==> src/rtl/wbps_pkg.sv <==
`default_nettype none

package wbps_pkg;

  typedef enum logic [1:0] {
    ST_FOUND     = 2'd0,
    ST_NOT_FOUND = 2'd1,
    ST_REJECTED  = 2'd2
  } status_t;

  localparam int CFG_INDEX_W = 3;

  localparam logic [CFG_INDEX_W-1:0] REG_PATTERN_LOW    = 3'd0;
  localparam logic [CFG_INDEX_W-1:0] REG_PATTERN_HIGH   = 3'd1;
  localparam logic [CFG_INDEX_W-1:0] REG_WILDCARD_MASK  = 3'd2;
  localparam logic [CFG_INDEX_W-1:0] REG_PATTERN_LENGTH = 3'd3;
  localparam logic [CFG_INDEX_W-1:0] REG_BASE_ADDRESS   = 3'd4;

  // bytes of pattern that the pattern registers can hold
  localparam int REG_PATTERN_BYTES = 16;
  localparam int LEN_W             = 5;

  localparam logic [63:0] REGION_LIMIT    = 64'h0000_0000_1000_0000;
  localparam logic [63:0] KERNEL_BOUNDARY = 64'h0000_7FFF_FFFF_FFFF;

  typedef struct packed {
    logic shift;
    logic clear;
  } cell_ctl_t;

endpackage

`default_nettype wire

==> src/rtl/wbps_cell.sv <==
`default_nettype none

module wbps_cell #(
  parameter int MAX_PATTERN_BYTES = 16,
  parameter int CELL_IDX          = 0
) (
  input  wire logic                       clk,
  input  wire logic                       rst,
  input  wire wbps_pkg::cell_ctl_t        ctl,
  input  wire logic [7:0]                 byte_in,
  input  wire logic [wbps_pkg::LEN_W-1:0] len,
  input  wire logic [7:0]                 pattern [MAX_PATTERN_BYTES],
  input  wire logic [MAX_PATTERN_BYTES-1:0] wild,
  output logic      [7:0]                 byte_out,
  output logic                            hit
);
  import wbps_pkg::*;

  localparam int IDX_W = (MAX_PATTERN_BYTES > 1) ? $clog2(MAX_PATTERN_BYTES) : 1;

  logic [LEN_W:0] len_ext;
  logic [LEN_W:0] pos;
  logic           in_use;
  logic           pos_ok;
  logic [7:0]     sel_byte;
  logic           sel_wild;

  // this cell's byte lines up with pattern byte len-1-CELL_IDX
  always_comb begin
    len_ext  = {1'b0, len};
    pos      = len_ext - (LEN_W+1)'(CELL_IDX + 1);
    in_use   = len_ext > (LEN_W+1)'(CELL_IDX);
    pos_ok   = pos < (LEN_W+1)'(MAX_PATTERN_BYTES);
    sel_byte = pos_ok ? pattern[pos[IDX_W-1:0]] : 8'h00;
    sel_wild = pos_ok ? wild[pos[IDX_W-1:0]] : 1'b0;
    hit      = !in_use || sel_wild || (byte_in == sel_byte);
  end

  always_ff @(posedge clk) begin
    if (rst || ctl.clear) begin
      byte_out <= 8'h00;
    end else if (ctl.shift) begin
      byte_out <= byte_in;
    end
  end

endmodule

`default_nettype wire

==> src/rtl/wildcard_byte_pattern_search_top.sv <==
`default_nettype none

// Wildcard byte pattern search. Region bytes stream in one per clock; each
// accepted byte shifts through a row of MAX_PATTERN_BYTES window cells that
// compare against the aligned pattern byte in parallel, so a byte is taken
// every unstalled cycle and its result (found, not found, or rejected) is
// loaded into the output register at the same edge and shows on the next
// cycle. The row compare and the 64-bit address add feed the output
// register. One result comes out per region; the input stalls only while a
// result is waiting and out_stall is high. last_byte ends the region and
// clears the window, the byte count and the result flag.
module wildcard_byte_pattern_search_top #(
  parameter int MAX_PATTERN_BYTES = 16,
  parameter int COUNTER_BITS      = 29
) (
  input  wire logic                             clk,
  input  wire logic                             rst,
  input  wire logic                             cfg_write,
  input  wire logic [wbps_pkg::CFG_INDEX_W-1:0] cfg_index,
  input  wire logic [63:0]                      cfg_data,
  input  wire logic                             in_valid,
  output logic                                  in_stall,
  input  wire logic [7:0]                       data_byte,
  input  wire logic                             last_byte,
  output logic                                  out_valid,
  input  wire logic                             out_stall,
  output wbps_pkg::status_t                     status,
  output logic [63:0]                           match_address
);
  import wbps_pkg::*;

  logic [63:0]      pattern_low;
  logic [63:0]      pattern_high;
  logic [15:0]      wildcard_mask;
  logic [LEN_W-1:0] pattern_length;
  logic [63:0]      base_address;

  logic [COUNTER_BITS-1:0] byte_counter;
  logic [COUNTER_BITS-1:0] byte_counter_next;
  logic                    result_given;

  logic [7:0]                   pattern [MAX_PATTERN_BYTES];
  logic [MAX_PATTERN_BYTES-1:0] wild;
  logic [7:0]                   chain [MAX_PATTERN_BYTES];
  logic [MAX_PATTERN_BYTES-1:0] hit;
  cell_ctl_t                    ctl;

  logic        in_accept;
  logic        bad_setup;
  logic        too_long;
  logic        matched;
  logic        emit;
  status_t     res_status;
  logic [63:0] res_address;
  logic [63:0] count_ext;

  always_ff @(posedge clk) begin
    if (rst) begin
      pattern_low    <= '0;
      pattern_high   <= '0;
      wildcard_mask  <= '0;
      pattern_length <= '0;
      base_address   <= '0;
    end else if (cfg_write) begin
      unique case (cfg_index)
        REG_PATTERN_LOW:    pattern_low    <= cfg_data;
        REG_PATTERN_HIGH:   pattern_high   <= cfg_data;
        REG_WILDCARD_MASK:  wildcard_mask  <= cfg_data[15:0];
        REG_PATTERN_LENGTH: pattern_length <= cfg_data[LEN_W-1:0];
        REG_BASE_ADDRESS:   base_address   <= cfg_data;
        default: ;
      endcase
    end
  end

  // pattern bytes past the register width are zero and never wild
  for (genvar i = 0; i < MAX_PATTERN_BYTES; i++) begin : g_pat
    if (i < 8) begin : g_lo
      assign pattern[i] = pattern_low[8*i +: 8];
      assign wild[i]    = wildcard_mask[i];
    end else if (i < REG_PATTERN_BYTES) begin : g_hi
      assign pattern[i] = pattern_high[8*(i-8) +: 8];
      assign wild[i]    = wildcard_mask[i];
    end else begin : g_zero
      assign pattern[i] = 8'h00;
      assign wild[i]    = 1'b0;
    end
  end

  assign in_stall  = out_valid && out_stall;
  assign in_accept = in_valid && !in_stall;
  assign ctl.shift = in_accept;
  assign ctl.clear = in_accept && last_byte;
  assign chain[0]  = data_byte;

  for (genvar k = 0; k < MAX_PATTERN_BYTES; k++) begin : g_cell
    if (k < MAX_PATTERN_BYTES - 1) begin : g_mid
      wbps_cell #(
        .MAX_PATTERN_BYTES(MAX_PATTERN_BYTES),
        .CELL_IDX         (k)
      ) u_cell (
        .clk     (clk),
        .rst     (rst),
        .ctl     (ctl),
        .byte_in (chain[k]),
        .len     (pattern_length),
        .pattern (pattern),
        .wild    (wild),
        .byte_out(chain[k+1]),
        .hit     (hit[k])
      );
    end else begin : g_end
      // oldest byte falls off the end of the row
      wbps_cell #(
        .MAX_PATTERN_BYTES(MAX_PATTERN_BYTES),
        .CELL_IDX         (k)
      ) u_cell (
        .clk     (clk),
        .rst     (rst),
        .ctl     (ctl),
        .byte_in (chain[k]),
        .len     (pattern_length),
        .pattern (pattern),
        .wild    (wild),
        .byte_out(),
        .hit     (hit[k])
      );
    end
  end

  always_comb begin
    byte_counter_next = (byte_counter == {COUNTER_BITS{1'b1}}) ? byte_counter
                                                               : byte_counter + 1'b1;
    count_ext   = 64'(byte_counter_next);
    bad_setup   = (pattern_length == '0) ||
                  ({1'b0, pattern_length} > (LEN_W+1)'(MAX_PATTERN_BYTES)) ||
                  (base_address <= KERNEL_BOUNDARY);
    too_long    = count_ext > REGION_LIMIT;
    matched     = (&hit) && (count_ext >= 64'(pattern_length));
    emit        = 1'b1;
    res_status  = ST_NOT_FOUND;
    res_address = '0;
    if (bad_setup || too_long) begin
      res_status = ST_REJECTED;
    end else if (matched) begin
      res_status  = ST_FOUND;
      res_address = base_address + (count_ext - 64'(pattern_length));
    end else if (!last_byte) begin
      emit = 1'b0;
    end
    if (result_given) begin
      emit = 1'b0;
    end
  end

  always_ff @(posedge clk) begin
    if (rst) begin
      byte_counter <= '0;
      result_given <= 1'b0;
    end else if (in_accept) begin
      if (last_byte) begin
        byte_counter <= '0;
        result_given <= 1'b0;
      end else begin
        byte_counter <= byte_counter_next;
        result_given <= result_given || emit;
      end
    end
  end

  always_ff @(posedge clk) begin
    if (rst) begin
      out_valid <= 1'b0;
    end else if (in_accept && emit) begin
      out_valid <= 1'b1;
    end else if (!out_stall) begin
      out_valid <= 1'b0;
    end
  end

  // hold the result until its transfer
  always_ff @(posedge clk) begin
    if (in_accept && emit) begin
      status        <= res_status;
      match_address <= res_address;
    end
  end

  a_addr_zero_unless_found: assert property (
    @(posedge clk) disable iff (rst)
    (out_valid && status != ST_FOUND) |-> (match_address == 64'd0)
  ) else $error("nonzero address on a result that is not found");

  a_region_end_clears: assert property (
    @(posedge clk) disable iff (rst)
    (in_accept && last_byte) |=> (byte_counter == '0 && !result_given)
  ) else $error("scan state not cleared after last byte");

  a_one_result_per_region: assert property (
    @(posedge clk) disable iff (rst)
    (in_accept && result_given && !last_byte) |=> result_given
  ) else $error("result flag dropped inside a region");

  a_stall_only_when_full: assert property (
    @(posedge clk) disable iff (rst)
    in_stall |-> out_valid
  ) else $error("input stalled with no result waiting");

endmodule

`default_nettype wire
==> config.mk <==
export PLATFORM = sky130hd
export DESIGN_NAME = wildcard_byte_pattern_search_top
export DESIGN_NICKNAME = d
export VERILOG_FILES = /design/src/rtl/wbps_pkg.sv /design/src/rtl/wbps_cell.sv /design/src/rtl/wildcard_byte_pattern_search_top.sv
export SDC_FILE = /design/constraint.sdc
export NUM_CORES = 2
export LEC_CHECK = 0
export BUFFER_PORTS_ARGS = -buffer_cell sky130_fd_sc_hd__buf_2
export CORE_ASPECT_RATIO = 1.5
export CORE_UTILIZATION = 25
export DETAILED_ROUTE_END_ITERATION = 7
export GPL_ROUTABILITY_DRIVEN = 0
export PLACE_DENSITY_LB_ADDON = 0.3
export SYNTH_ARGS = -nofsm -noshare
export SYNTH_HDL_FRONTEND = slang
export SYNTH_SLANG_ARGS = --single-unit
==> constraint.sdc <==
create_clock -name clk -period 15.68 [get_ports clk]
set_clock_uncertainty 0.15 [all_clocks]
set_input_delay 1.568 -clock clk [delete_from_list [all_inputs] [get_ports clk]]
set_output_delay 1.568 -clock clk [all_outputs]
set_load 0.02 [all_outputs]
# == Word-level counts from Yosys, hierarchy flattened ==
# Index checks and enable logic that the tools add are counted.
# totals
reg_bits,430
latch_bits,0
ramBits,0
rom_bits,0
output_inout_bits,68
elab_cells,341
n_memories,0
# classes
addsub,19
mul,0
n_div,0
magnitude_cmp,68
n_eq_ne,22
shifts,0
n_mux,122
bitwise,17
reduce_logical,68
# op_table
cell,n
binary-select mux 8 bit (select 4 bit),16
2-to-1 mux 8 bit,48
== test 8 bit,16
less-than comparator 6 x 5 -> 1 bit (second input constant),16
>= comparator 5 bit (second input constant),16
less-than comparator 4 x 5 -> 1 bit (second input constant),16
inverter 4 -> 5 bit,16
adder 64 bit,1
binary-select mux 1 bit (select 4 bit),16
less-or-equal comparator 64 x 47 -> 1 bit (second input constant),1
2-to-1 mux 29 bit,2
subtractor 5 x 4 -> 6 bit (second input constant),8
> comparator 5 x 4 -> 1 bit (second input constant),8
2-to-1 mux 1 bit,40
logical OR 1 bit,37
subtractor 29 x 5 -> 30 bit,1
adder 29 x 1 -> 29 bit (second input constant),1
== test 29 bit (second input constant),1
>= comparator 29 x 5 -> 1 bit,1
> comparator 29 bit (second input constant),1
subtractor 5 x 3 -> 6 bit (second input constant),4
> comparator 5 x 3 -> 1 bit (second input constant),4
zero test 1 bit,17
AND reduction 16 bit,1
16 further kinds,28

# == Longest topological paths before layout ==
# logic_depth
depth_word,15
ltp_mapped,32
depth_no_buf,30

# == Hierarchy ==
# A second synthesis with hierarchy kept.
# hier_totals
hier_cells,4610
area_unflattened_um2,44814.2
# modules_own_cells
module,n_inst,cells_per_inst,area_each_um2
wildcard_byte_pattern_search_top,1,2006,16176.8
wbps_cell at g_cell[8].g_mid.u_cell,1,211,1916.8
wbps_cell at g_cell[9].g_mid.u_cell,1,184,1869.3
wbps_cell at g_cell[3].g_mid.u_cell,1,181,1863.0
wbps_cell at g_cell[7].g_mid.u_cell,1,170,1863.0
wbps_cell at g_cell[13].g_mid.u_cell,1,169,1861.8
wbps_cell at g_cell[10].g_mid.u_cell,1,167,1840.5
wbps_cell at g_cell[11].g_mid.u_cell,1,163,1825.5
wbps_cell at g_cell[1].g_mid.u_cell,1,158,1825.5
wbps_cell at g_cell[14].g_mid.u_cell,1,162,1824.2
wbps_cell at g_cell[12].g_mid.u_cell,1,152,1773.0
wbps_cell at g_cell[0].g_mid.u_cell,1,187,1757.9
wbps_cell at g_cell[2].g_mid.u_cell,1,151,1711.6
wbps_cell at g_cell[5].g_mid.u_cell,1,152,1706.6
3 more rows,n/a,n/a,n/a

# == Least setup slack after synthesis ==
# OpenSTA, ideal clock, no wires.
# synth_path
kind,reg-to-reg
from,register pattern_length[0]
to,"register match_address[0], enable pin"
setup_ns,0.589
arrival_time_ns,9.802
required_ns,14.941
path_slack_ns,5.139
path_stages_with_launch,19
path_buffers,7
cell_sequence,dfxtp_1 -> buf_2 -> buf_4 -> buf_4 -> inv_2 -> buf_2 -> buf_1 -> ha_1 -> buf_6 -> buf_2 -> mux4_2 -> mux4_2 -> nand4b_1 -> a32o_1 -> o31a_1 -> a2111oi_2 -> nand3_2 -> o21ba_2 -> a211oi_1
# synth_via
elab_chain_cells,14
word_cells_on_any_way,252
# synth_lines
element,line,rtl
"start, declared",wildcard_byte_pattern_search_top.sv:35,logic [LEN_W-1:0] pattern_length;
"start signal, assigned",wildcard_byte_pattern_search_top.sv:69,REG_PATTERN_LENGTH: pattern_length <= cfg_data[LEN_W-1:0];
"subtractor 5 x 1 -> 6 bit, or another cell as far along",wbps_cell.sv:31,pos = len_ext - (LEN_W+1)'(CELL_IDX + 1);
inverter 4 -> 5 bit (not written as such),wbps_cell.sv:34,sel_byte = pos_ok ? pattern[pos[IDX_W-1:0]] : 8'h00;
binary-select mux 8 bit (select 4 bit),wbps_cell.sv:34,
2-to-1 mux 8 bit (not written as such) (2 in a row),wbps_cell.sv:34,
2-to-1 mux 8 bit,wbps_cell.sv:34,
== test 8 bit,wbps_cell.sv:36,hit = !in_use || sel_wild || (byte_in == sel_byte);
logical OR 1 bit,wbps_cell.sv:36,
AND reduction 16 bit,wildcard_byte_pattern_search_top.sv:139,matched = (&hit) && (count_ext >= 64'(pattern_length));
logical AND 1 bit,wildcard_byte_pattern_search_top.sv:139,
2-to-1 mux 1 bit,wildcard_byte_pattern_search_top.sv:145,end else if (matched) begin
2-to-1 mux 1 bit (*),wildcard_byte_pattern_search_top.sv:143,if (bad_setup || too_long) begin
2-to-1 mux 1 bit (*),wildcard_byte_pattern_search_top.sv:151,if (result_given) begin
logical AND 1 bit (*),wildcard_byte_pattern_search_top.sv:183,if (in_accept && emit) begin
"end signal, assigned",wildcard_byte_pattern_search_top.sv:185,match_address <= res_address;
"end, declared",wildcard_byte_pattern_search_top.sv:28,output logic [63:0] match_address
# Mark *: on every way between the ends. The rest lies on a longest branch, timed or not. The select of a mux whose other input is x is not followed.
# A chain may end at the register's enable or synchronous reset.

# == Worst setup path after layout ==
# layout_path
from,register byte_counter[3]
to,"register match_address[63], data pin"
# layout_via
elab_chain_cells,6
word_cells_on_any_way,11
# layout_lines
element,line,rtl
"start, declared",wildcard_byte_pattern_search_top.sv:38,logic [COUNTER_BITS-1:0] byte_counter;
"start signal, assigned",wildcard_byte_pattern_search_top.sv:165,byte_counter <= byte_counter_next;
adder 29 x 1 -> 29 bit / == test 29 bit (equally long branches),"wildcard_byte_pattern_search_top.sv:133, wildcard_byte_pattern_search_top.sv:132",
2-to-1 mux 29 bit (*),wildcard_byte_pattern_search_top.sv:132,byte_counter_next = (byte_counter == {COUNTER_BITS{1'b1}}) ? byte_counter
"parallel branches: the longest is 4 deep, another holds adder 64 bit",n/a,
# Mark *: on every way between the ends.

==> flow_results.org <==
** Hold path
- In this run the most critical hold path is launched from base_address[7].
- In this run the worst hold path is classified as register to register.
- The worst hold path was traced through 2 stages.
- Worst-case hold path end point :: base_address[7]

** STA
- The final number of hold-violating endpoints came to 0.
- Setup ws final :: 7.21 ns
- RSZ-0062 raised after global routing :: no
- At the pin with the least slew margin, the transition time is 1.37 ns.
- Sum of negative setup slack :: 0 ns
- Headroom to the max-slew limit came out at 8.93%.
- Final period demand of the worst path :: 8.47 ns
- Based on the critical path, the design can be clocked at up to 118 MHz.
- The final critical path takes up 54.0% of the cycle.
- Final setup viols :: 0
- Final Max Slew Viols :: 0

** Logic synthesis
- In the post-synthesis netlist, the biggest area contributors are dfxtp_1, mux4_2, nand2_1.
- For this run, the register share of the synthesized area comes to 28.2%.
- Synthesized cell area :: 32,800 µm²
- Averaged over all synthesized cells, the footprint is 8.88 µm².
- In the synthesized netlist, the number of instances is 3,697.
- Summing the areas of all compound-gate instances in the mapped netlist gives 15.9% of the synthesized area.
- Among all flip-flop cells after synthesis, the most frequent one is dfxtp_1.
- Post-synthesis async set-or-reset flop share :: 0%
- Synthesis-stage register bit count :: 430
- YS warnings :: 0
- Xor-xnor portion of the synthesized cell area :: 5.59%
- Area share of fa/ha/maj cells after synthesis :: 3.51%
- Of the total synthesized cell area, the portion taken by AND, OR, NAND and NOR gates is 18.9%.
- Counting distinct cell types in the post-synthesis netlist gives 85.
- Number of enable flip-flop cells after synthesis :: 66
- Synthesis produced a netlist with a net count of 3,868.
- Biggest area consumer among synthesized cells :: dfxtp_1
- Largest family of logic cells by synthesized area :: multiplexers
- Portion of synthesized cell area occupied by the leading cell type :: 22.2%
- Measured against the total synthesized area, the mux share comes to 23.7%.

** Pwr
- Sum of internal, switching and leakage power :: 2.89 mW
- The worst-case IR drop observed on VDD is 73.3 µV.
- Dividing total power by cell area gives a power density of 78.6 nW/µm².
- Static Leak :: 12.2 nW

** Critical path
- Flop2flop setup slack :: 7.21 ns
- Type of element capturing the critical path :: register
- CP Buf/Inv Count :: 1
- For the worst flop-to-flop path, the logic depth is 29.
- Maximum fanout count along the critical path :: 12
- Cell type of the slowest stage on the worst timing path :: dfxtp_1
- Crit Reg-Reg Endpoint :: match_address[63]
- The startpoint identified for the worst register-to-register timing path is byte_counter[3].
- Data on the critical path is required at its endpoint by 15.92 ns.
- Maximum cell stage delay along the critical path :: 0.53 ns
- Crit path kind :: register to register
- At the worst endpoint, the arrival time is 8.71 ns.
- CP startpoint kind :: register
- Among cell families on the critical path, the largest total delay comes from compound AO/OA/AOI/OAI gates.

** Clock tree
- The number of gates resized after CTS was 0.
- Postcts setup bufs :: 0
- TritonCTS clock tree :: built
- The H-tree was split into 2 levels.
- Count of hold-fix buffers inserted at cts :: 0
- The clock passes through at most 3 buffers.
- Counting every sink on the clock net gives 430.
- At the later pin of the worst-skew pair, clock insertion delay measures 0.65 ns.
- Clock tree synthesis inserted a total of 48 buffers.
- Root Buffer :: clkbuf_16
- Clock-pin slew was measured on the worst setup and hold paths at 0.07 ns.

** Job
- Total of max-cap violations :: 0

** Place
- The count of buffers added on input and output ports is 148.
- Detailed-placement wirelength estimate :: 103 mm
- Timing analysis after detailed placement gives a worst setup slack of 7.28 ns.

** Floorplanning
- Measured along the x axis, the die boundary spans 298 µm.
- Cell row count :: 162
- Top-level I/O count :: 149
- Die Y-Extent :: 446 µm
- The die covers 133,000 µm².
- Core Box Area :: 130,000 µm²
- For this configuration, the core starts out at a cell density of 25.2%.

** Final layout
- Area growth from synthesis to layout :: 12.0%
- The sequential cells in the finished layout cover a total of 9280 µm².
- For this run, the post-layout net count is 3,851.
- Of the cells placed in the final design, the portion with a size suffix greater than 1 is 17.2%.
- Summing all multi-input logic gate instances after layout gives 22,300 µm².
- Counting the fill cells in the layout gives 13,900.

** Detailed routing
- In this run the remaining antenna-violating nets after routing total 0.
- Summing over every cut layer, the via total after detailed routing is 30,000.
- Count of routing violations after the opening detailed-route iteration :: 2,734
- In the final routed layout, each cell accounts on average for 24.9 µm.
- For this block, the routed nets add up to 136 mm of wire.
- The first TritonRoute pass finished after 5 iterations.
- For this run, design rule violations remaining after detail routing come to 0.
- Average via count per standard cell :: 5.51

** Global route
- Vias in the first global route :: 28,600
- GR Util All Layers :: 19.8%
- The first global-routing pass estimated 198 mm of wire.
- Global-route congestion overflow total :: 0
- The number of antenna violations at the first check in global routing was 1.
- Entering global routing, the biggest net connects 128 pins.

** Outcome
- Status :: complete, no violations
cells by family (layout without fill, tap and decap cells):
group	count (synthesis)	count (layout)
multiplexers	420	420
AND/OR/NAND/NOR	1362	1362
other	0	1
XOR/XNOR	206	206
flip-flops	430	430
buffers and inverters	315	337
adder cells (fa/ha/maj)	91	91
AO/OA/AOI/OAI	873	873
layer usage:
| metal | vias up | part of all wire (%) | global-route usage (%) |
|---|---|---|---|
| li1 | 13700 | - | - |
| met1 | 14800 | 36 | 22.0 |
| met2 | 1230 | 49 | 34.6 |
| met3 | 298 | 5.7 | 2.57 |
| met4 | 0 | 8.7 | 14.9 |
| met5 | - | 0 | 0 |
worst max path at each step:
stage | startpoint | slack [ns] | cells past startpoint | end
2_1_floorplan | pattern_length[0] | 5.14 | 18 | match_address[0]
3_3_place_gp | byte_counter[3] | 7.26 | 29 | match_address[63]
3_5_place_dp | byte_counter[3] | 7.28 | 29 | match_address[63]
4_1_cts | byte_counter[16] | 7.23 | 29 | match_address[63]
5_1_grt | byte_counter[16] | 6.73 | 29 | match_address[63]
6_report | byte_counter[3] | 7.21 | 29 | match_address[63]
synth_stat cells, types with 50 or more instances:
library cell,instances
nor2_1,169
xor2_1,72
xnor2_1,130
dfxtp_1,364
ha_1,88
nand2_1,789
o21ai_0,107
mux4_2,284
nand4_1,59
edfxtp_1,66
nand3_1,64
nor4_1,50
mux2i_1,115
a21oi_1,446
clkbuf_1,179
layout by cell type, fill, tap and decap left out, types with 10 or more instances in the layout:
cell type / instances
o21a_1: 20
nor4_1: 50
buf_4: 49
and2_1: 24
nand4_1: 59
mux4_2: 284
mux2_2: 21
clkbuf_16: 48
o21bai_1: 11
a31oi_1: 35
a22oi_1: 45
nor2b_1: 29
mux2i_1: 115
and3_1: 20
o32ai_1: 11
a221oi_1: 10
ha_1: 86
nand3_1: 62
inv_1: 46
o22a_1: 10
or3_1: 16
xor2_1: 70
nor2_1: 168
nor4bb_1: 13
dfxtp_1: 360
xnor2_1: 128
a21oi_1: 446
nand2_1: 787
nor3_1: 38
o21ai_0: 107
edfxtp_1: 66
buf_2: 147
a211oi_1: 22
o22ai_1: 36
nand2b_1: 21
a21o_1: 40
power by group:
group / internal, mW / switching, mW / leakage, nW
sequential: 1.15 / 0.0318 / 3.58
clock: 0.706 / 0.545 / 0.827
combinational: 0.148 / 0.311 / 7.80
stage by stage:
stage / hold WS [ns] / util [%] / instance area [µm²] / cells
after floorplan: 0.291 / - / 32800 / 3697
after global placement: 0.298 / 27.0 / 35100 / 5352
after detailed placement: 0.306 / 27.0 / 35100 / 5352
after CTS: 0.316 / 28.2 / 36800 / 5441
after global routing: 0.330 / 28.2 / 36800 / 5442
final: 0.316 / 28.2 / 36800 / 5442
flip-flops by register name, indices dropped and copies added (netlist names):
name	flops
g_cell.g_mid.u_cell.byte_out	120
pattern_low	64
result_given	1
wild	16
match_address	64
byte_counter	29
status	2
pattern_length	5
out_valid	1
pattern_high	64
base_address	64
cell type report:
type | instances | area share, %
flip-flops and latches | 430 | 25.3
clock inverters | 26 | 0.943
inverters | 50 | 0.511
well taps | 1722 | 5.86
clock buffers | 63 | 3.61
repair buffers | 198 | 3.09
diodes | 1 | 0.00681
multi-input cells | 2952 | 60.7
worst min-delay path, delay by kind of cell, from the launching register on:
family / cells / cell delay, ns
flip-flops: 1 / 0.32
AND/OR/NAND/NOR: 1 / 0.05
AO/OA/AOI/OAI: 1 / 0.05
Power figures use the tool's default switching activity.
